[src/rtl/core/tba_ram.sv]
`timescale 1ns / 1ps
// ----------------------------------------------------------------------------
// tba_ram
// Simple dual-port synchronous RAM, one write and one registered read port.
// ----------------------------------------------------------------------------
module tba_ram #(
    parameter int WIDTH = 8,
    parameter int DEPTH = 16,
    parameter int AW    = 4
) (
    input  logic             clk,
    input  logic             we,
    input  logic [AW-1:0]    waddr,
    input  logic [WIDTH-1:0] wdata,
    input  logic [AW-1:0]    raddr,
    output logic [WIDTH-1:0] rdata
);

    logic [WIDTH-1:0] mem [DEPTH];
    logic [WIDTH-1:0] rdata_reg;

    always_ff @(posedge clk)
    begin
        if (we)
        begin
            mem[waddr] <= wdata;
        end
        rdata_reg <= mem[raddr];
    end

    assign rdata = rdata_reg;

endmodule

[config.mk]
export PLATFORM = sky130hd
export DESIGN_NAME = tba_ram
export DESIGN_NICKNAME = d
export VERILOG_FILES = /design/src/rtl/core/tba_ram.sv
export SDC_FILE = /design/constraint.sdc
export NUM_CORES = 1
export LEC_CHECK = 0
export BUFFER_PORTS_ARGS = -buffer_cell sky130_fd_sc_hd__buf_2
export CORE_ASPECT_RATIO = 0.7
export CORE_MARGIN = 2
export CORE_UTILIZATION = 60
export CTS_CLUSTER_SIZE = 30
export DETAILED_ROUTE_END_ITERATION = 16
export PLACE_DENSITY = 0.77
export SYNTH_ARGS = -nofsm -noshare
export SYNTH_HDL_FRONTEND = slang
export SYNTH_SLANG_ARGS = --single-unit
[constraint.sdc]
create_clock -name clk -period 5.89 [get_ports clk]
set_clock_uncertainty 0.2 [all_clocks]
set_input_delay 1.178 -clock clk [delete_from_list [all_inputs] [get_ports clk]]
set_output_delay 1.178 -clock clk [all_outputs]
set_load 0.02 [all_outputs]
After elaboration in Yosys (flattened, before gate mapping)
Memory sizes are Yosys's and may differ from the RTL's. A register that Yosys moved wholly into a read port is not among the register bits.
Cells that the tools add are included.
{"block": "totals", "inputBits": 18, "n_memories": 1, "regBits": 0, "wordCells": 3, "output_inout_bits": 8, "ram_bits": 128}
{"block": "op_classes", "mux": 2}
{"memory": "mem", "depth": 16, "word_bits": 8, "rd": 1, "rd_clocked_by_memory_dff": 1, "write_ports": 1, "line": "19", "text": "logic [WIDTH-1:0] mem [DEPTH];"}
{"operator": "1-bit two-way mux", "count": 2}

Logic depth before layout (Yosys ltp)
Gate-level depths: netlist of run 1.
{"block": "logic_depth", "depth_word": 2, "ltp_mapped": 5, "depth_no_buf": 3}

Least setup slack after synthesis of run 1
Ideal clock, no wire load.
{"block": "synth_path", "kind": "input-to-reg", "start": "input waddr[2]", "end": "memory mem[0][0], enable pin", "arrival_time_ns": 2.288, "path_slack_ns": 3.019, "required_time_ns": 5.307, "path_buffers": 0, "cell_stages": 2, "setup_ns": 0.383, "path_cell_list": "or3b_2 nor3_1"}
{"item": "start, declared", "line": "13", "text": "input logic [AW-1:0] waddr,"}
{"item": "end, declared", "line": "19"}
No word-level cell before the write port.

==> summary.txt, run 1 <==
Floorplanning
  • I/O pin cnt: 26
  • Initial Util: 61.2%
  • Total die area: 9350 um^2
  • FP Rows: 28
  • Die Span X: 115 um
  • Core region area: 8410 um^2
  • Chip height: 81.5 um

Final layout
  • Nets: 283
  • Largest register FFs: 128
  • Fin cells: 383
  • Antenna fix cells: 0
  • Share of layout cells above drive strength 1: 25.5%
  • Layout fillers: 525
  • Area Growth Syn to Fin: 14.2%

CTS
  • Hold-fix buffers at CTS: 0
  • Inserted Clock Buffers: 17
  • CTS resizes: 0
  • CTS Sinks: 136
  • CTS tree: done
  • Worst-Skew Late Latency: 0.41 ns
  • Clk pin slew, worst setup/hold paths: 0.05 ns
  • Post-CTS setup buffers: 0
  • H-tree lvl count: 4
  • CTS root buffer: clkbuf_16
  • CTS Buffer Depth: 2

Routing
  • DR DRC count: 0
  • First drt pass iteration count: 4
  • Final ANT Viol Nets: 0
  • Met3 WL: 671 um
  • Uppermost layer routed: met4
  • Wl on met1: 4300 um
  • Avg WL per Cell: 24.5 um
  • Vias per cell: 6.15
  • Met2 WL: 4340 um
  • Via count: 2356
  • Final WL: 9380 um
  • DR iter-0 viols: 242

Synth
  • Yosys top cell area share: 74.7%
  • Yosys warning total: 0
  • Post-synthesis cell type count: 19
  • Yosys reg bits: 136
  • Seq/Total Area, Yosys: 77.8%
  • Dominant cell type by area after synthesis: edfxtp_1
  • Cell Area, Synth: 5150 um^2
  • Net Count, Synth: 247
  • Syn_area_per_cell: 22.5 um^2
  • Synth top area cells: edfxtp_1 (75%), mux4_2 (7.9%), mux4_1 (7.1%)
  • Mapped Cells: 229

Timing
  • Fin. Hold Viols: 0
  • Pin slew with the least headroom to its limit: 1.24 ns
  • Final Cycle Share: 50.3%
  • Fmax: 0.337 GHz
  • Setup_tns: 0 ns
  • Hold_ws: 0.484 ns
  • Slew headroom: 16.9%
  • Final critical-path required period: 2.96 ns
  • Max Transition Viols Final: 0
  • RSZ-0062 raised after global routing: no
  • Final Setup Violations: 0

Pwr
  • Leak: 1.97 nW
  • IR drop worst, VDD: 0.270 mV
  • Total power divided by cell area: 366 nW/um^2
  • Final Power: 2.15 mW

Job
  • Max Cap Viol: 0

Outcome
  • Status: complete, no violations

GRT
  • GRT overflow: 0
  • Number of global-route vias before repair: 2403
  • GRT Util Overall: 22.9%
  • Largest net degree at the start of global routing: 33
  • Initial antenna violation count: 0
  • First-pass GRT wire length: 14400 um

Critical path
  • Critical Path RT: 5.97 ns
  • Data arrival, critical path: 3.04 ns
  • WS Path Type: primary input to register
  • CP startpoint kind: primary input
  • CP max FO: 32
  • R2R cell count: 3
  • CP Capture Type: register

Worst hold path
  • Worst Hold Depth: 3
  • Min-delay worst type: register to register

Place
  • Placed cells: 351
  • IO Port Bufs: 25
  • Hpwl dp: 5780 um
  • Placer's final routability congestion estimate: 0.800
logic make-up (layout without fill, tap and decap cells):
kind of cell	Yosys count	count (layout)	synth area share [%]
flops	136	136	77.8
simple gates	35	35	3.18
buf+inv	10	59	1.68
compound gates	16	16	2.33
mux	32	32	15.0
Yosys cell counts:
master and n:
edfxtp_1 128, nand2_1 9, and2_1 1, clkdlybuf4s25_2 3, buf_2 3, nand3_1 1, buf_4 1, a22oi_1 16
or3b_2 1, nor3_1 4, nand2b_1 2, nor2_1 13, and2b_1 1, nand3b_1 2, mux4_2 18, buf_6 3
dfxtp_1 8, nor2b_1 1, mux4_1 14
layout make-up:
type	count	area, um^2	area share [%]
Timing Repair Buffer	27	140	2.38
Multi-Input combinational cell	83	1060	18.1
Tap cell	105	131	2.23
Clock inverter	14	114	1.94
Sequential cell	136	4000	68.1
Clock buffer	18	429	7.30
layer usage:
metal  up-vias  global-route usage, %
met1      1217                   33.4
met4         0                   9.04
met5         -                      0
met2        90                   33.0
li1       1042                      -
met3         7                   7.31
layout by cell type (no fill, tap or decap):
cell / netlist / layout
nor2_1: 13 / 13
edfxtp_1: 128 / 128
nand3_1: 1 / 1
dfxtp_1: 8 / 8
mux4_2: 18 / 18
and2_1: 1 / 1
or3b_2: 1 / 1
nand2_1: 9 / 9
buf_4: 1 / 2
nor3_2: 0 / 1
a22oi_1: 16 / 16
clkbuf_16: 0 / 17
clkinvlp_4: 0 / 1
clkinv_2: 0 / 4
nor2b_1: 1 / 1
nand2b_1: 2 / 2
clkbuf_1: 0 / 1
bufinv_16: 0 / 2
mux4_1: 14 / 14
clkinv_1: 0 / 7
and2b_1: 1 / 1
nand3b_1: 2 / 2
nor3_1: 4 / 3
buf_2: 3 / 25
per-stage QoR:
| step | setup slack (ns) | util [%] | area [um^2] |
|---|---|---|---|
| global route | 2.77 | 69.9 | 5880 |
| detailed placement | 2.45 | 63.5 | 5340 |
| finish | 2.93 | 69.9 | 5880 |
| global placement | 2.46 | 63.5 | 5340 |
| floorplan | 3.02 | - | 5150 |
| CTS | 2.88 | 69.9 | 5880 |
critical path, cell delays in order:
cell     delay (ns)
buf_2          0.76
mux4_1         0.67
a22oi_1        0.31
nand2_1        0.11
path summary, 6_finish.rpt:
kind | slack [ns] | endpoint | start
max reg2reg | 4.24 | rdata[3] | mem[2][3]
min reg2reg | 0.48 | rdata[1] | mem[14][1]
max | 2.93 | rdata[3] | raddr[0]
min | 0.48 | rdata[1] | mem[14][1]
power breakdown:
group          switching, mW  internal (mW)  total [mW]
clock network          0.357          0.607       0.964
logic                 0.0616         0.0388       0.100
registers            0.00727           1.08        1.09
Power figures use the tool's default switching activity.
==> inputs of run 2 (changes only) <==
- CORE_UTILIZATION: 60 -> 54
- PLACE_DENSITY: 0.77 -> 0.73
- clock period: 5.89 -> 2.7 ns (I/O delays scaled with it)
==> run 2 against run 1 <==
  * First-iteration DRC count decreased by 39%
  * Non-clock buffer count increased by 20
  * Final cell count increased by 10%
  * Clock power increased by 120%
  * Die area increased by 11%
  * Critical endpoint is now rdata[6]
  * Largest cell class unchanged
==> summary.txt, run 2 (synthesis results as in run 1) <==
Outcome
  • Status: complete, no violations

CTS
  • CTS tree: done
  • CTS Buffer Depth: 2
  • Clk pin slew, worst setup/hold paths: 0.06 ns
  • CTS resizes: 0
  • CTS Sinks: 136
  • H-tree lvl count: 4
  • CTS root buffer: clkbuf_16
  • Hold-fix buffers at CTS: 0
  • Inserted Clock Buffers: 17
  • Worst-Skew Late Latency: 0.41 ns
  • Post-CTS setup buffers: 0

Timing
  • Pin slew with the least headroom to its limit: 0.718 ns
  • RSZ-0062 raised after global routing: no
  • Final Setup Violations: 0
  • Fmax: 0.582 GHz
  • Final worst slack: 0.981 ns
  • Final Cycle Share: 63.6%
  • Hold_ws: 0.312 ns
  • Slew headroom: 51.9%
  • Fin. Hold Viols: 0
  • Setup_tns: 0 ns
  • Final critical-path required period: 1.72 ns
  • Max Transition Viols Final: 0

Pwr
  • Sw Share: 20.3%
  • Leak: 2.09 nW
  • IR drop worst, VDD: 0.581 mV
  • Cell internal pwr: 3.80 mW
  • Sw Pwr: 0.967 mW
  • Clock share of power: 45.3%
  • Comb power frac: 4.8%
  • Sequential share of power: 49.9%
  • Total power divided by cell area: 783 nW/um^2

GRT
  • GRT overflow: 0
  • Initial antenna violation count: 0
  • First-pass GRT wire length: 14800 um
  • Largest net degree at the start of global routing: 33
  • Number of global-route vias before repair: 2502
  • GRT Util Overall: 20.9%

Critical path
  • CP startpoint: rdata[6]
  • Largest delay share family, worst path: flip-flops
  • Critical Path RT: 1.96 ns
  • CP startpoint kind: register
  • R2R cell count: 3
  • Reg-to-reg endpoint: rdata[5]
  • CP Capture Type: output pin
  • Setup crit end: rdata[6]
  • Data arrival, critical path: 0.98 ns
  • Crit-path max cell delay: 0.38 ns
  • R2R Setup Slk: 1.19 ns
  • CP max FO: 1
  • Cell chain of the critical path: buf_2
  • Worst path bufs/invs: 1
  • FF-to-FF Start: mem[1][5]
  • WS Path Type: register to output pin
  • Critical path depth: 1
  • Worst-path cell with the longest stage delay: dfxtp_1

Final layout
  • Layout fillers: 603
  • Most frequent cells in the layout: edfxtp_1 (128), buf_2 (25), buf_4 (21)
  • Nets: 303
  • Commonest non-fill, non-tap cell in the layout: edfxtp_1
  • Largest register FFs: 128
  • Fin area: 6080 um^2
  • Share of layout cells above drive strength 1: 32.2%
  • Antenna fix cells: 0
  • Area Growth Syn to Fin: 18.1%

Routing
  • Vias per cell: 5.79
  • Via count: 2442
  • First drt pass iteration count: 4
  • Final ANT Viol Nets: 0
  • Avg WL per Cell: 22.8 um
  • DR iter-0 viols: 148
  • DR DRC count: 0
  • Final WL: 9630 um

Floorplanning
  • Initial Util: 56.1%
  • Total die area: 10300 um^2
  • Chip height: 85.7 um
  • I/O pin cnt: 26
  • Die Span X: 121 um
  • FP Rows: 29
  • Core region area: 9180 um^2

Place
  • Hpwl dp: 6250 um
  • IO Port Bufs: 25
  • Pre-CTS WS: 0.537 ns
  • Placer's final routability congestion estimate: 0.745
  • Post-place instance area: 5520 um^2

Job
  • Max Cap Viol: 0

Worst hold path
  • Worst hold start: wdata[6]
  • Min-delay worst type: primary input to register
==> run 2: per-layer routing <==
layer / vias to the layer above / global-route usage, % / share of wire, %
met5: - / 0 / 0
met4: 0 / 10.1 / 2.0
met3: 20 / 5.05 / 4.0
met2: 47 / 30.9 / 47
met1: 1289 / 30.0 / 47
li1: 1086 / - / -
==> run 2: final cells by class <==
type                    instances  area [um^2]  share of cell area, %
repair buffers                 47          303                   4.98
flip-flops and latches        136         4000                   65.9
clock inverters                15          135                   2.22
multi-input cells              83         1060                   17.4
clock buffers                  17          425                   7.00
well taps                     124          155                   2.55
==> run 2: power groups by stage <==
stage / registers, mW / logic [mW] / clock network (mW)
3_5_place_dp: 2.42 / 0.233 / 0
3_3_place_gp: 2.42 / 0.228 / 0
6_report: 2.38 / 0.231 / 2.16
5_1_grt: 2.38 / 0.249 / 2.29
4_1_cts: 2.38 / 0.233 / 2.20
2_1_floorplan: 2.43 / 0.120 / 0
==> run 2: stage by stage <==
step / total power [mW] / std cells / util, %
after floorplan: 2.55 / 229 / -
after global placement: 2.65 / 390 / 60.1
after detailed placement: 2.65 / 390 / 60.1
after CTS: 4.81 / 422 / 66.2
after global routing: 4.92 / 422 / 66.2
final: 4.76 / 422 / 66.2
==> run 2: how the worst min path moves through the flow <==
stage,to,slack (ns),cells past startpoint
global route,mem[1][4],0.31,1
global placement,rdata[4],0.46,3
detailed placement,rdata[7],0.47,3
CTS,mem[13][6],0.30,1
finish,mem[3][6],0.31,1
floorplan,rdata[0],0.43,3
